### config.mk
export PLATFORM = sky130hd
export DESIGN_NAME = servo_command_rate_guard
export DESIGN_NICKNAME = d
export VERILOG_FILES = /design/src/rtl/core/scrg_pkg.sv /design/src/rtl/core/scrg_decide.sv /design/src/rtl/core/servo_command_rate_guard.sv
export SDC_FILE = /design/constraint.sdc
export NUM_CORES = 1
export LEC_CHECK = 0
export ABC_AREA = 1
export BUFFER_PORTS_ARGS = -buffer_cell sky130_fd_sc_hd__buf_2
export CAP_MARGIN = 15
export CORE_MARGIN = 3
export CORE_UTILIZATION = 50
export CTS_BUF_LIST = sky130_fd_sc_hd__clkbuf_8 sky130_fd_sc_hd__clkbuf_16
export DETAILED_ROUTE_END_ITERATION = 10
export PLACE_DENSITY = 0.76
export SYNTH_ARGS = -nofsm -noshare
export SYNTH_HDL_FRONTEND = slang
export SYNTH_SLANG_ARGS = --single-unit
### constraint.sdc
create_clock -name i_clk -period 14.3 [get_ports i_clk]
set_input_delay 0 -clock i_clk [delete_from_list [all_inputs] [get_ports i_clk]]
set_output_delay 0 -clock i_clk [all_outputs]
set_load 0.005 [all_outputs]
### src/rtl/core/scrg_pkg.sv
// Shared types, register codes and constants for the servo command rate guard.
// No dependencies; used by scrg_decide and servo_command_rate_guard.
package scrg_pkg;

    // Block parameters (defaults)
    localparam int NUM_SERVOS_DEF = 2;
    localparam int PWM_WRAP_DEF   = 19999;

    // Field widths
    localparam int ANGLE_W = 8;
    localparam int TIME_W  = 32;
    localparam int LEVEL_W = 15;
    localparam int COUNT_W = 8;
    localparam int US_W    = 26;   // 65535 ms in microseconds fits in 26 bits
    localparam int CFG_IDX_W  = 3;
    localparam int CFG_DATA_W = 16;

    localparam int US_PER_MS = 1000;

    // Config reset values (ms, counts, degrees)
    localparam int CFG_MIN_INTERVAL_RST = 250;
    localparam int CFG_WINDOW_LEN_RST   = 1200;
    localparam int CFG_WINDOW_LIMIT_RST = 5;
    localparam int CFG_COOLDOWN_RST     = 2000;
    localparam int CFG_INIT_ANGLE_RST   = 0;

    // Pulse mapping: 500 us + angle * 2000 us / 180, 20 ms period
    localparam int ANGLE_MAX  = 180;
    localparam int PULSE_BASE = 500;
    localparam int PULSE_SPAN = 2000;
    localparam int FRAME_US   = 20000;
    localparam longint unsigned PULSE_DEN = longint'(ANGLE_MAX) * longint'(FRAME_US);

    typedef logic [CFG_IDX_W-1:0] t_cfg_index;

    localparam t_cfg_index CFG_MIN_INTERVAL = 3'd0;
    localparam t_cfg_index CFG_WINDOW_LEN   = 3'd1;
    localparam t_cfg_index CFG_WINDOW_LIMIT = 3'd2;
    localparam t_cfg_index CFG_COOLDOWN     = 3'd3;
    localparam t_cfg_index CFG_INIT_ANGLE   = 3'd4;

    typedef enum logic [1:0] {
        OUTCOME_DONE    = 2'd0,
        OUTCOME_SKIPPED = 2'd1,
        OUTCOME_BLOCKED = 2'd2
    } t_outcome;

    typedef enum logic [1:0] {
        CAUSE_NONE     = 2'd0,
        CAUSE_COOLDOWN = 2'd1,
        CAUSE_INTERVAL = 2'd2,
        CAUSE_WINDOW   = 2'd3
    } t_cause;

    typedef struct packed {
        logic               servo_select;
        logic [ANGLE_W-1:0] cmd_angle;
        logic [TIME_W-1:0]  now_us;
    } t_in_word;

    typedef struct packed {
        t_outcome           outcome;
        t_cause             block_cause;
        logic               pwm_valid;
        logic [LEVEL_W-1:0] pwm_level;
    } t_out_word;

    // Config held pre-scaled to microseconds
    typedef struct packed {
        logic [US_W-1:0]    min_interval_us;
        logic [US_W-1:0]    window_len_us;
        logic [COUNT_W-1:0] window_limit;
        logic [US_W-1:0]    cooldown_us;
        logic [ANGLE_W-1:0] initial_angle;
    } t_cfg;

    // Per-servo guard state (ready flag kept separately, it needs reset)
    typedef struct packed {
        logic [ANGLE_W-1:0] current_angle;
        logic               last_valid;
        logic [TIME_W-1:0]  last_time;
        logic [TIME_W-1:0]  window_start;
        logic [TIME_W-1:0]  lockout_end;
        logic [COUNT_W-1:0] window_count;
    } t_guard;

    typedef logic [LEVEL_W-1:0] t_pwm_tab [ANGLE_MAX+1];

    // Compare level per clamped angle, evaluated at elaboration
    function automatic t_pwm_tab pwm_table(input int unsigned wrap);
        t_pwm_tab          tab;
        longint unsigned   num;
        longint unsigned   lvl;
        for (int a = 0; a <= ANGLE_MAX; a++) begin
            num = (longint'(PULSE_BASE) * longint'(ANGLE_MAX)
                   + longint'(a) * longint'(PULSE_SPAN)) * (longint'(wrap) + 64'd1);
            lvl = num / PULSE_DEN;
            if (lvl > longint'(wrap)) begin
                lvl = longint'(wrap);
            end
            tab[a] = lvl[LEVEL_W-1:0];
        end
        return tab;
    endfunction

endpackage

### src/rtl/core/scrg_decide.sv
// Single-pass guard decision for one command against one servo's state.
// Depends on scrg_pkg (types, constants, pulse table).
module scrg_decide #(
    parameter int PWM_WRAP = scrg_pkg::PWM_WRAP_DEF
) (
    input  scrg_pkg::t_in_word  i_word,
    input  logic                i_present,
    input  logic                i_ready,
    input  scrg_pkg::t_guard    i_guard,
    input  scrg_pkg::t_cfg      i_cfg,
    output scrg_pkg::t_out_word o_result,
    output scrg_pkg::t_guard    o_guard_next
);

    localparam scrg_pkg::t_pwm_tab PWM_TAB = scrg_pkg::pwm_table(PWM_WRAP);

    scrg_pkg::t_guard                  g;
    logic [scrg_pkg::TIME_W-1:0]       d_lock;
    logic [scrg_pkg::TIME_W-1:0]       d_last;
    logic [scrg_pkg::TIME_W-1:0]       d_win;
    logic [scrg_pkg::COUNT_W-1:0]      cnt;
    logic [scrg_pkg::COUNT_W-1:0]      cnt_inc;
    logic [scrg_pkg::ANGLE_W-1:0]      angle_clamped;
    logic                              cooldown_active;

    assign angle_clamped = (i_word.cmd_angle > scrg_pkg::ANGLE_W'(scrg_pkg::ANGLE_MAX))
                         ? scrg_pkg::ANGLE_W'(scrg_pkg::ANGLE_MAX) : i_word.cmd_angle;

    always_comb begin
        // first command to this servo sets the guard up before any check
        g = i_guard;
        if (!i_ready) begin
            g.current_angle = i_cfg.initial_angle;
            g.last_valid    = 1'b0;
            g.window_start  = i_word.now_us;
            g.lockout_end   = i_word.now_us;
            g.window_count  = '0;
        end

        d_lock = g.lockout_end - i_word.now_us;
        d_last = i_word.now_us - g.last_time;
        d_win  = i_word.now_us - g.window_start;
        cooldown_active = !d_lock[scrg_pkg::TIME_W-1] && (d_lock != '0);

        o_result.outcome     = scrg_pkg::OUTCOME_BLOCKED;
        o_result.block_cause = scrg_pkg::CAUSE_NONE;
        o_result.pwm_valid   = 1'b0;
        o_result.pwm_level   = '0;
        o_guard_next         = g;
        cnt                  = g.window_count;
        cnt_inc              = g.window_count;

        if (!i_present) begin
            o_result.block_cause = scrg_pkg::CAUSE_NONE;
        end else if (cooldown_active) begin
            o_result.block_cause = scrg_pkg::CAUSE_COOLDOWN;
        end else if (i_word.cmd_angle == g.current_angle) begin
            o_result.outcome = scrg_pkg::OUTCOME_SKIPPED;
        end else if (g.last_valid &&
                     ($signed(d_last) < $signed(32'(i_cfg.min_interval_us)))) begin
            o_result.block_cause = scrg_pkg::CAUSE_INTERVAL;
        end else begin
            // stale window restarts at this command
            if ($signed(d_win) > $signed(32'(i_cfg.window_len_us))) begin
                o_guard_next.window_start = i_word.now_us;
                cnt = '0;
            end
            cnt_inc = (cnt == '1) ? cnt : cnt + 1'b1;
            o_guard_next.window_count = cnt_inc;
            if (cnt_inc > i_cfg.window_limit) begin
                o_guard_next.lockout_end = i_word.now_us + 32'(i_cfg.cooldown_us);
                o_result.block_cause = scrg_pkg::CAUSE_WINDOW;
            end else begin
                o_guard_next.current_angle = i_word.cmd_angle;
                o_guard_next.last_time     = i_word.now_us;
                o_guard_next.last_valid    = 1'b1;
                o_result.outcome   = scrg_pkg::OUTCOME_DONE;
                o_result.pwm_valid = 1'b1;
                o_result.pwm_level = PWM_TAB[angle_clamped];
            end
        end
    end

endmodule

### src/rtl/core/servo_command_rate_guard.sv
// Top level of the servo command rate guard: handshakes, config, guard state.
// Depends on scrg_pkg and scrg_decide.
//
// Rate guard in front of NUM_SERVOS servos. Each input word is an angle command
// stamped with a wrapping microsecond time; each produces exactly one result word
// (done with a PWM compare level, skipped as same angle, or blocked with a cause).
// The result word is registered: one input register, the guard decision, one
// result register. One word per cycle is sustained while the output is ready; the
// limit is the read-decide-write loop on the addressed servo's state registers,
// which is combinational, so back-to-back commands to the same servo see
// each other's updates. Timing config (ms) is scaled to microseconds when written;
// write config only while no word is in flight.
module servo_command_rate_guard #(
    parameter int NUM_SERVOS = scrg_pkg::NUM_SERVOS_DEF,
    parameter int PWM_WRAP   = scrg_pkg::PWM_WRAP_DEF
) (
    input  logic                                i_clk,
    input  logic                                i_rst_n,
    input  logic                                i_in_valid,
    output logic                                o_in_ready,
    input  scrg_pkg::t_in_word                  i_in_word,
    output logic                                o_out_valid,
    input  logic                                i_out_ready,
    output scrg_pkg::t_out_word                 o_out_word,
    input  logic                                i_cfg_valid,
    output logic                                o_cfg_ready,
    input  scrg_pkg::t_cfg_index                i_cfg_index,
    input  logic [scrg_pkg::CFG_DATA_W-1:0]     i_cfg_data
);

    localparam int IDX_W = (NUM_SERVOS > 1) ? $clog2(NUM_SERVOS) : 1;

    scrg_pkg::t_in_word   r_in;
    logic                 r_in_valid;
    logic                 n_in_valid;
    scrg_pkg::t_out_word  r_out;
    logic                 r_out_valid;
    logic                 n_out_valid;
    scrg_pkg::t_cfg       r_cfg;

    scrg_pkg::t_guard     r_guard [NUM_SERVOS];
    logic [NUM_SERVOS-1:0] r_guard_ready;

    logic                 advance;
    logic                 in_take;
    logic                 present;
    logic [IDX_W-1:0]     idx;
    scrg_pkg::t_guard     guard_cur;
    scrg_pkg::t_guard     guard_next;
    scrg_pkg::t_out_word  result;

    assign advance    = r_in_valid && (!r_out_valid || i_out_ready);
    assign o_in_ready = !r_in_valid || advance;
    assign in_take    = i_in_valid && o_in_ready;
    assign o_cfg_ready = 1'b1;

    assign present   = 32'(r_in.servo_select) < 32'(NUM_SERVOS);
    assign idx       = IDX_W'(r_in.servo_select);
    assign guard_cur = present ? r_guard[idx] : '0;

    always_comb begin
        n_in_valid = r_in_valid;
        if (in_take) begin
            n_in_valid = 1'b1;
        end else if (advance) begin
            n_in_valid = 1'b0;
        end
        n_out_valid = r_out_valid;
        if (advance) begin
            n_out_valid = 1'b1;
        end else if (i_out_ready) begin
            n_out_valid = 1'b0;
        end
    end

    scrg_decide #(
        .PWM_WRAP (PWM_WRAP)
    ) u_decide (
        .i_word       (r_in),
        .i_present    (present),
        .i_ready      (present && r_guard_ready[idx]),
        .i_guard      (guard_cur),
        .i_cfg        (r_cfg),
        .o_result     (result),
        .o_guard_next (guard_next)
    );

    always_ff @(posedge i_clk) begin
        if (!i_rst_n) begin
            r_in_valid  <= 1'b0;
            r_out_valid <= 1'b0;
        end else begin
            r_in_valid  <= n_in_valid;
            r_out_valid <= n_out_valid;
        end
    end

    always_ff @(posedge i_clk) begin
        if (in_take) begin
            r_in <= i_in_word;
        end
        if (advance) begin
            r_out <= result;
        end
    end

    // guard state: only the ready flags need reset
    always_ff @(posedge i_clk) begin
        if (!i_rst_n) begin
            r_guard_ready <= '0;
        end else if (advance && present) begin
            r_guard_ready[idx] <= 1'b1;
        end
    end

    always_ff @(posedge i_clk) begin
        if (advance && present) begin
            r_guard[idx] <= guard_next;
        end
    end

    always_ff @(posedge i_clk) begin
        if (!i_rst_n) begin
            r_cfg.min_interval_us <= scrg_pkg::US_W'(scrg_pkg::CFG_MIN_INTERVAL_RST
                                                    * scrg_pkg::US_PER_MS);
            r_cfg.window_len_us   <= scrg_pkg::US_W'(scrg_pkg::CFG_WINDOW_LEN_RST
                                                    * scrg_pkg::US_PER_MS);
            r_cfg.window_limit    <= scrg_pkg::COUNT_W'(scrg_pkg::CFG_WINDOW_LIMIT_RST);
            r_cfg.cooldown_us     <= scrg_pkg::US_W'(scrg_pkg::CFG_COOLDOWN_RST
                                                    * scrg_pkg::US_PER_MS);
            r_cfg.initial_angle   <= scrg_pkg::ANGLE_W'(scrg_pkg::CFG_INIT_ANGLE_RST);
        end else if (i_cfg_valid) begin
            case (i_cfg_index)
                scrg_pkg::CFG_MIN_INTERVAL: begin
                    r_cfg.min_interval_us <= scrg_pkg::US_W'(32'(i_cfg_data)
                                                            * scrg_pkg::US_PER_MS);
                end
                scrg_pkg::CFG_WINDOW_LEN: begin
                    r_cfg.window_len_us <= scrg_pkg::US_W'(32'(i_cfg_data)
                                                          * scrg_pkg::US_PER_MS);
                end
                scrg_pkg::CFG_WINDOW_LIMIT: begin
                    r_cfg.window_limit <= i_cfg_data[scrg_pkg::COUNT_W-1:0];
                end
                scrg_pkg::CFG_COOLDOWN: begin
                    r_cfg.cooldown_us <= scrg_pkg::US_W'(32'(i_cfg_data)
                                                        * scrg_pkg::US_PER_MS);
                end
                scrg_pkg::CFG_INIT_ANGLE: begin
                    r_cfg.initial_angle <= i_cfg_data[scrg_pkg::ANGLE_W-1:0];
                end
                default: begin
                    r_cfg <= r_cfg;
                end
            endcase
        end
    end

    assign o_out_valid = r_out_valid;
    assign o_out_word  = r_out;

endmodule
==> results of run 1 <==
-- critical path, delay by kind of cell, from the launching register on --
family	cells	cell delay, ps
adder cells (fa/ha/maj)	4	1040
AND/OR/NAND/NOR	31	4070
XOR/XNOR	1	100
buffers and inverters	6	2100
AO/OA/AOI/OAI	6	950
flip-flops	1	640
-- kinds of logic (layout without fill, tap and decap cells) --
family                     after synthesis  in the layout  share of synthesized area (%)
DFF                                    374            374                           35.7
xor gates and xnor gates               117            117                           3.54
AOI/OAI and AO/OA                      698            698                           13.7
adders and majority gates              290            290                           14.0
muxes                                    1              1                         0.0346
buffers and inverters                  647            777                           8.63
and+or+nand+nor                       1740           1740                           24.3
other                                    2              4                         0.0260
-- sequential cells by signal (all words and copies together), names as in the netlist, named ones only --
name and count:
r_guard 226, o_out_valid 1, r_in 40, o_out_word 17, r_in_valid 1, idx 1
r_cfg 85, r_guard_ready 2
-- per-stage QoR --
| step | hold WS (ps) | instance area (um2) | util, % | setup WS (ps) | power, mW |
|---|---|---|---|---|---|
| floorplan | 98.9 | 28900 | - | 7470 | 2.48 |
| global placement | 177 | 30000 | 52.8 | 5300 | 2.96 |
| detailed placement | 178 | 30000 | 52.8 | 5110 | 2.98 |
| CTS | 91.5 | 32100 | 56.4 | 5070 | 4.14 |
| global route | 130 | 32100 | 56.4 | 4100 | 4.41 |
| finish | 122 | 32100 | 56.4 | 5040 | 4.15 |
-- layout make-up --
type                       count  area [um2]
multi-input combinational   2850       16100
clock buffer                  44        1090
clock inverter                31         357
sequential                   374       10300
fill                        5263       24800
tap                          756         946
timing repair buffer         169        1210
inverter                     533        2000
-- per-layer routing --
layer  wire length (um)  track usage, %  up-vias
met5                  0               0        -
met4               2900            9.77        0
met3               6140            3.28      175
met2              40100            47.1     1033
met1              36500            37.6    12400
li1                   -               -    12900
-- how the worst min path moves through the flow --
stage / slack, ps / endpoint
finish: 120 / r_in[35]
global route: 130 / r_in[36]
CTS: 90 / r_in[33]
detailed placement: 180 / r_in[27]
global placement: 180 / r_in[34]
floorplan: 100 / idx
-- report_power, final --
part / leakage (nW) / internal, mW / switching (mW) / total [mW]
registers: 3.38 / 1.27 / 0.0394 / 1.31
logic: 11.0 / 0.540 / 1.16 / 1.70
clock network: 0.733 / 0.695 / 0.445 / 1.14
-- synth_stat cells (all sizes together), types with 11 or more instances --
cell type,number,area [um2]
a31oi,29,181
o21bai,16,124
o21ai,257,1290
inv,529,1990
clkbuf,73,275
nand3,148,746
ha,233,2920
nand2,1045,3930
xor2,69,604
a21oi,249,1250
buf,41,221
o31ai,62,465
nor4,11,68.8
or2,38,238
fa,57,1140
xnor2,48,420
nand4,26,163
edfxtp,284,8530
nor3,32,165
dfxtp,90,1800
nor2,427,1630
o211ai,50,375
==> flow_summary.json, run 1 <==
{
  "status": "complete, no violations",
  "portBuffers": 83,
  "fin_crit_ps": 9260,
  "grt_pass1_vias": 25100,
  "power.density_nw_per_um2": 130,
  "grt_pass1_wl_mm": 135,
  "setup_viol": 0,
  "drt_first_iter_violations": 2506,
  "clock_path_buffers": 3,
  "wl_mm": 85.7,
  "clkSinkCount": 374,
  "vias": 26600,
  "finalCritPeriodShare_pct": 64.8,
  "cts_max_level": 2,
  "rsz0062_at_grt": "no",
  "tritoncts": "built",
  "leakage_nw": 15.1,
  "numPlacedInstances": 4622,
  "worstSetupStartpointType": "flip-flop",
  "fin_cells": 4757,
  "start_util_pct": 50.9,
  "cts_buffers": 42,
  "tns_ps": 0,
  "post-cts-setup-buffer-count": 0,
  "netlist_area_um2": 28900,
  "drv_slew": 0,
  "cp_common_cell": "nand2_1",
  "synth_edf_count": 284,
  "core_area_um2": 56800,
  "crit_arrival_ps": 9570,
  "layout_common_cells": "nand2_1 (1041), inv_1 (529), nor2_1 (421)",
  "critPathCapture": "r_guard[1][20]",
  "r2r_slack_ps": 5040,
  "grt_usage_pct": 28.1,
  "fp.dieW_um": 247,
  "syn_inst": 3869,
  "root_buffer": "clkbuf_16",
  "drc_errors": 0,
  "critPathRequiredTime_ps": 14610,
  "finalWeightedCongestion": 0.958,
  "die_y_um": 247,
  "rows": 87,
  "syn_avg_cell_area_um2": 7.48,
  "worstSetupEndpointType": "flip-flop",
  "cts_resized": 0,
  "synth-seq-area-share_pct": 35.7,
  "gr-total-overflow": 0,
  "clkLatencyLatePin_ps": 580,
  "finalClockSkew_ps": 37.4,
  "drive_gt1_share_pct": 5.87,
  "maxCapViolations": 0,
  "worst-setup-path-type": "flip-flop to flip-flop",
  "cts-hold-fix-buffers": 60,
  "synth_warnings": 0,
  "ant_nets": 0,
  "firstDrtPassIters": 6,
  "final_common_cell": "nand2_1",
  "fmax_ghz": 0.108,
  "fin_nets": 4325,
  "areaGrowthSynthToFinish_pct": 10.9,
  "antenna_cells": 0,
  "min_delay_path_depth": 2,
  "clk_pin_slew_ps": 60,
  "cp_max_fo": 65,
  "reg2reg_to": "r_guard[1][20]",
  "io_pins": 88,
  "max_stage_delay_ps": 730,
  "hold_violations": 0,
  "peakVddDrop_v": 0.000109,
  "yosysUniqueCellTypes": 57,
  "min_from": "i_in_word[35]",
  "avgRoutedWirePerCell_um": 18.0,
  "slew_headroom_pct": 24.1,
  "grt_max_degree": 66,
  "worst_pin_slew_ps": 1140,
  "antenna_found_initial": 0,
  "async_reset_ff_share_pct": 0,
  "cp_slowest_cell": "clkinv_2",
  "ys_ff_latch": 374,
  "dp_hpwl_mm": 63.4,
  "dieArea_um2": 60800,
  "hold_path_class": "input port to flip-flop",
  "via_per_inst": 5.59,
  "synth_ff_type": "edfxtp_1",
  "r2r.worst_path.cells": 48
}
Note: power is estimated with default switching activity, not from simulation.
==> inputs of run 2 (changes only) <==
Clock period 14.3 ns to 8.75 ns, I/O delays scaled along.
==> run 2 against run 1 <==
Cell area is 1.1% higher. Critical path depth stayed put. Utilization is 0.60 points higher. Non-clock buffer count is 29 higher. Final cell count is 0.74% higher. Die area stayed put. Sequential cell count stayed put. Clock skew is 6.4 ps higher. Largest cell class unchanged. Via count is 1.6% higher. Sequential power is 63% higher. Highest routed layer unchanged. Clock-buffer cell count is 6 higher.
==> flow_summary.json, run 2 (synthesis gave the netlist of run 1 again) <==
{
  "r2r.worst_path.cells": 48,
  "worst_pin_slew_ps": 1120,
  "ant_nets": 0,
  "wl_mm": 87.7,
  "place_area_um2": 30200,
  "hold_path_class": "input port to flip-flop",
  "areaGrowthSynthToFinish_pct": 12.0,
  "setup_viol": 0,
  "drc_errors": 0,
  "clkLatencyLatePin_ps": 610,
  "largest_reg_flops": 226,
  "peakVddDrop_v": 0.000178,
  "leakage_nw": 15.2,
  "finalClockSkew_ps": 43.8,
  "fmax_ghz": 0.126,
  "holdPathEnd": "r_in[26]",
  "cts_max_level": 2,
  "drive_gt1_share_pct": 6.64,
  "r2r_slack_ps": 790,
  "fin_nets": 4356,
  "tns_ps": 0,
  "firstDrtPassIters": 6,
  "avgRoutedWirePerCell_um": 18.3,
  "antenna_found_initial": 0,
  "slew_headroom_pct": 25.0,
  "start_util_pct": 50.9,
  "grt_usage_pct": 28.7,
  "tritoncts": "built",
  "dieArea_um2": 60800,
  "grt_pass1_wl_mm": 138,
  "fin_crit_ps": 7960,
  "drt_first_iter_violations": 2597,
  "grt_max_degree": 65,
  "clock_path_buffers": 3,
  "fp.dieW_um": 247,
  "io_pins": 88,
  "multiInputGateArea_um2": 16100,
  "reg2reg_to": "r_guard[0][36]",
  "largest_registers": "r_guard (226), r_cfg (85), r_in (40)",
  "layout_common_cells": "nand2_1 (1041), inv_1 (527), nor2_1 (420)",
  "critPathRequiredTime_ps": 9160,
  "grt_pass1_vias": 26100,
  "core_area_um2": 56800,
  "cp_max_fo": 46,
  "clkSinkCount": 374,
  "rows": 87,
  "worstSetupStartpointType": "flip-flop",
  "via_per_inst": 5.64,
  "rr_startpoint": "idx",
  "vias": 27000,
  "max_stage_delay_ps": 470,
  "maxCapViolations": 0,
  "totalPowerFinal_mw": 6.86,
  "worstSetupEndpointType": "flip-flop",
  "final_area_um2": 32400,
  "drv_slew": 0,
  "status": "complete, no violations",
  "worst-setup-path-type": "flip-flop to flip-flop",
  "seqCellArea_um2": 10300,
  "final_common_cell": "nand2_1",
  "cts_buffers": 43,
  "place_ws_ps": 340,
  "hold_violations": 0,
  "rsz0062_at_grt": "no",
  "cp_slowest_cell": "edfxtp_1",
  "root_buffer": "clkbuf_16",
  "fill_cells": 5318,
  "power.density_nw_per_um2": 212,
  "finalCritPeriodShare_pct": 91.0,
  "finalWeightedCongestion": 1.02,
  "gr-total-overflow": 0,
  "dp_hpwl_mm": 64.9,
  "cp_common_cell": "nand2_1",
  "regMostFlops": "r_guard",
  "die_y_um": 247,
  "crit_arrival_ps": 8380,
  "fin_util_pct": 57.0,
  "portBuffers": 83,
  "clk_pin_slew_ps": 60,
  "min_delay_path_depth": 2,
  "setup_slack_ps": 788,
  "min_from": "i_in_word[26]"
}
run 2: cell count changes in the layout (fill, tap and decap cells not counted), moves of 4 or more:
cell           previous run  this run
buf_4                    26        49
dlygate4sd3_1            60        64
clkbuf_16                43        48
inv_4                     0         4
bufinv_16                 8         3
run 2: through the flow:
stage | cells | hold WS (ps)
floorplan | 3871 | 98.9
global placement | 4645 | 177
detailed placement | 4645 | 178
CTS | 4788 | 74.4
global route | 4791 | 88.4
finish | 4792 | 94.9
run 2: area by class of cell:
class | count | share of cell area (%)
inverters | 533 | 6.19
multi-input cells | 2851 | 49.8
diodes | 1 | 0.00772
clock inverters | 29 | 0.892
clock buffers | 50 | 3.79
flip-flops and latches | 374 | 31.9
repair buffers | 198 | 4.49
well taps | 756 | 2.92
run 2: worst max-delay path by stage:
stage                         start  cells after the start             end
final                           idx                     48  r_guard[0][36]
after CTS                       idx                     48  r_guard[1][35]
after global placement          idx                     48  r_guard[0][10]
after floorplan           flip-flop                     50  r_guard[0][16]
after global routing            idx                     50  r_guard[0][34]
after detailed placement        idx                     48  r_guard[0][11]
run 2: timing repair:
| action | in CTS | in global routing |
|---|---|---|
| resized for setup | 0 | 5 |
| endpoints found under the hold margin | 82 | 0 |
| hold buffers | 64 | 0 |
| setup endpoints to repair | 0 | 74 |
| setup buffers | 0 | 2 |
run 2: power breakdown:
| group | switching (mW) | total, mW | internal [mW] |
|---|---|---|---|
| Clock | 0.796 | 1.90 | 1.11 |
| Sequential | 0.0531 | 2.13 | 2.08 |
| Combinational | 1.93 | 2.82 | 0.895 |
| Total | 2.78 | 6.86 | 4.09 |
run 2: critical path, delay by kind of cell, from the launching register on:
kind | cells | cell delay, ps
AOI/OAI and AO/OA | 6 | 640
xor gates and xnor gates | 1 | 170
adders and majority gates | 4 | 1170
buffers and inverters | 6 | 1170
DFF | 1 | 470
and+or+nand+nor | 31 | 4100
run 2: routing by layer:
metal  wire length (um)  global-route usage [%]  up-vias
met2              40500                    47.6     1230
met5                  0                       0        -
met4               4040                    12.3        0
met1              36100                    37.2    12500
li1                   -                       -    13000
met3               7070                    4.36      271
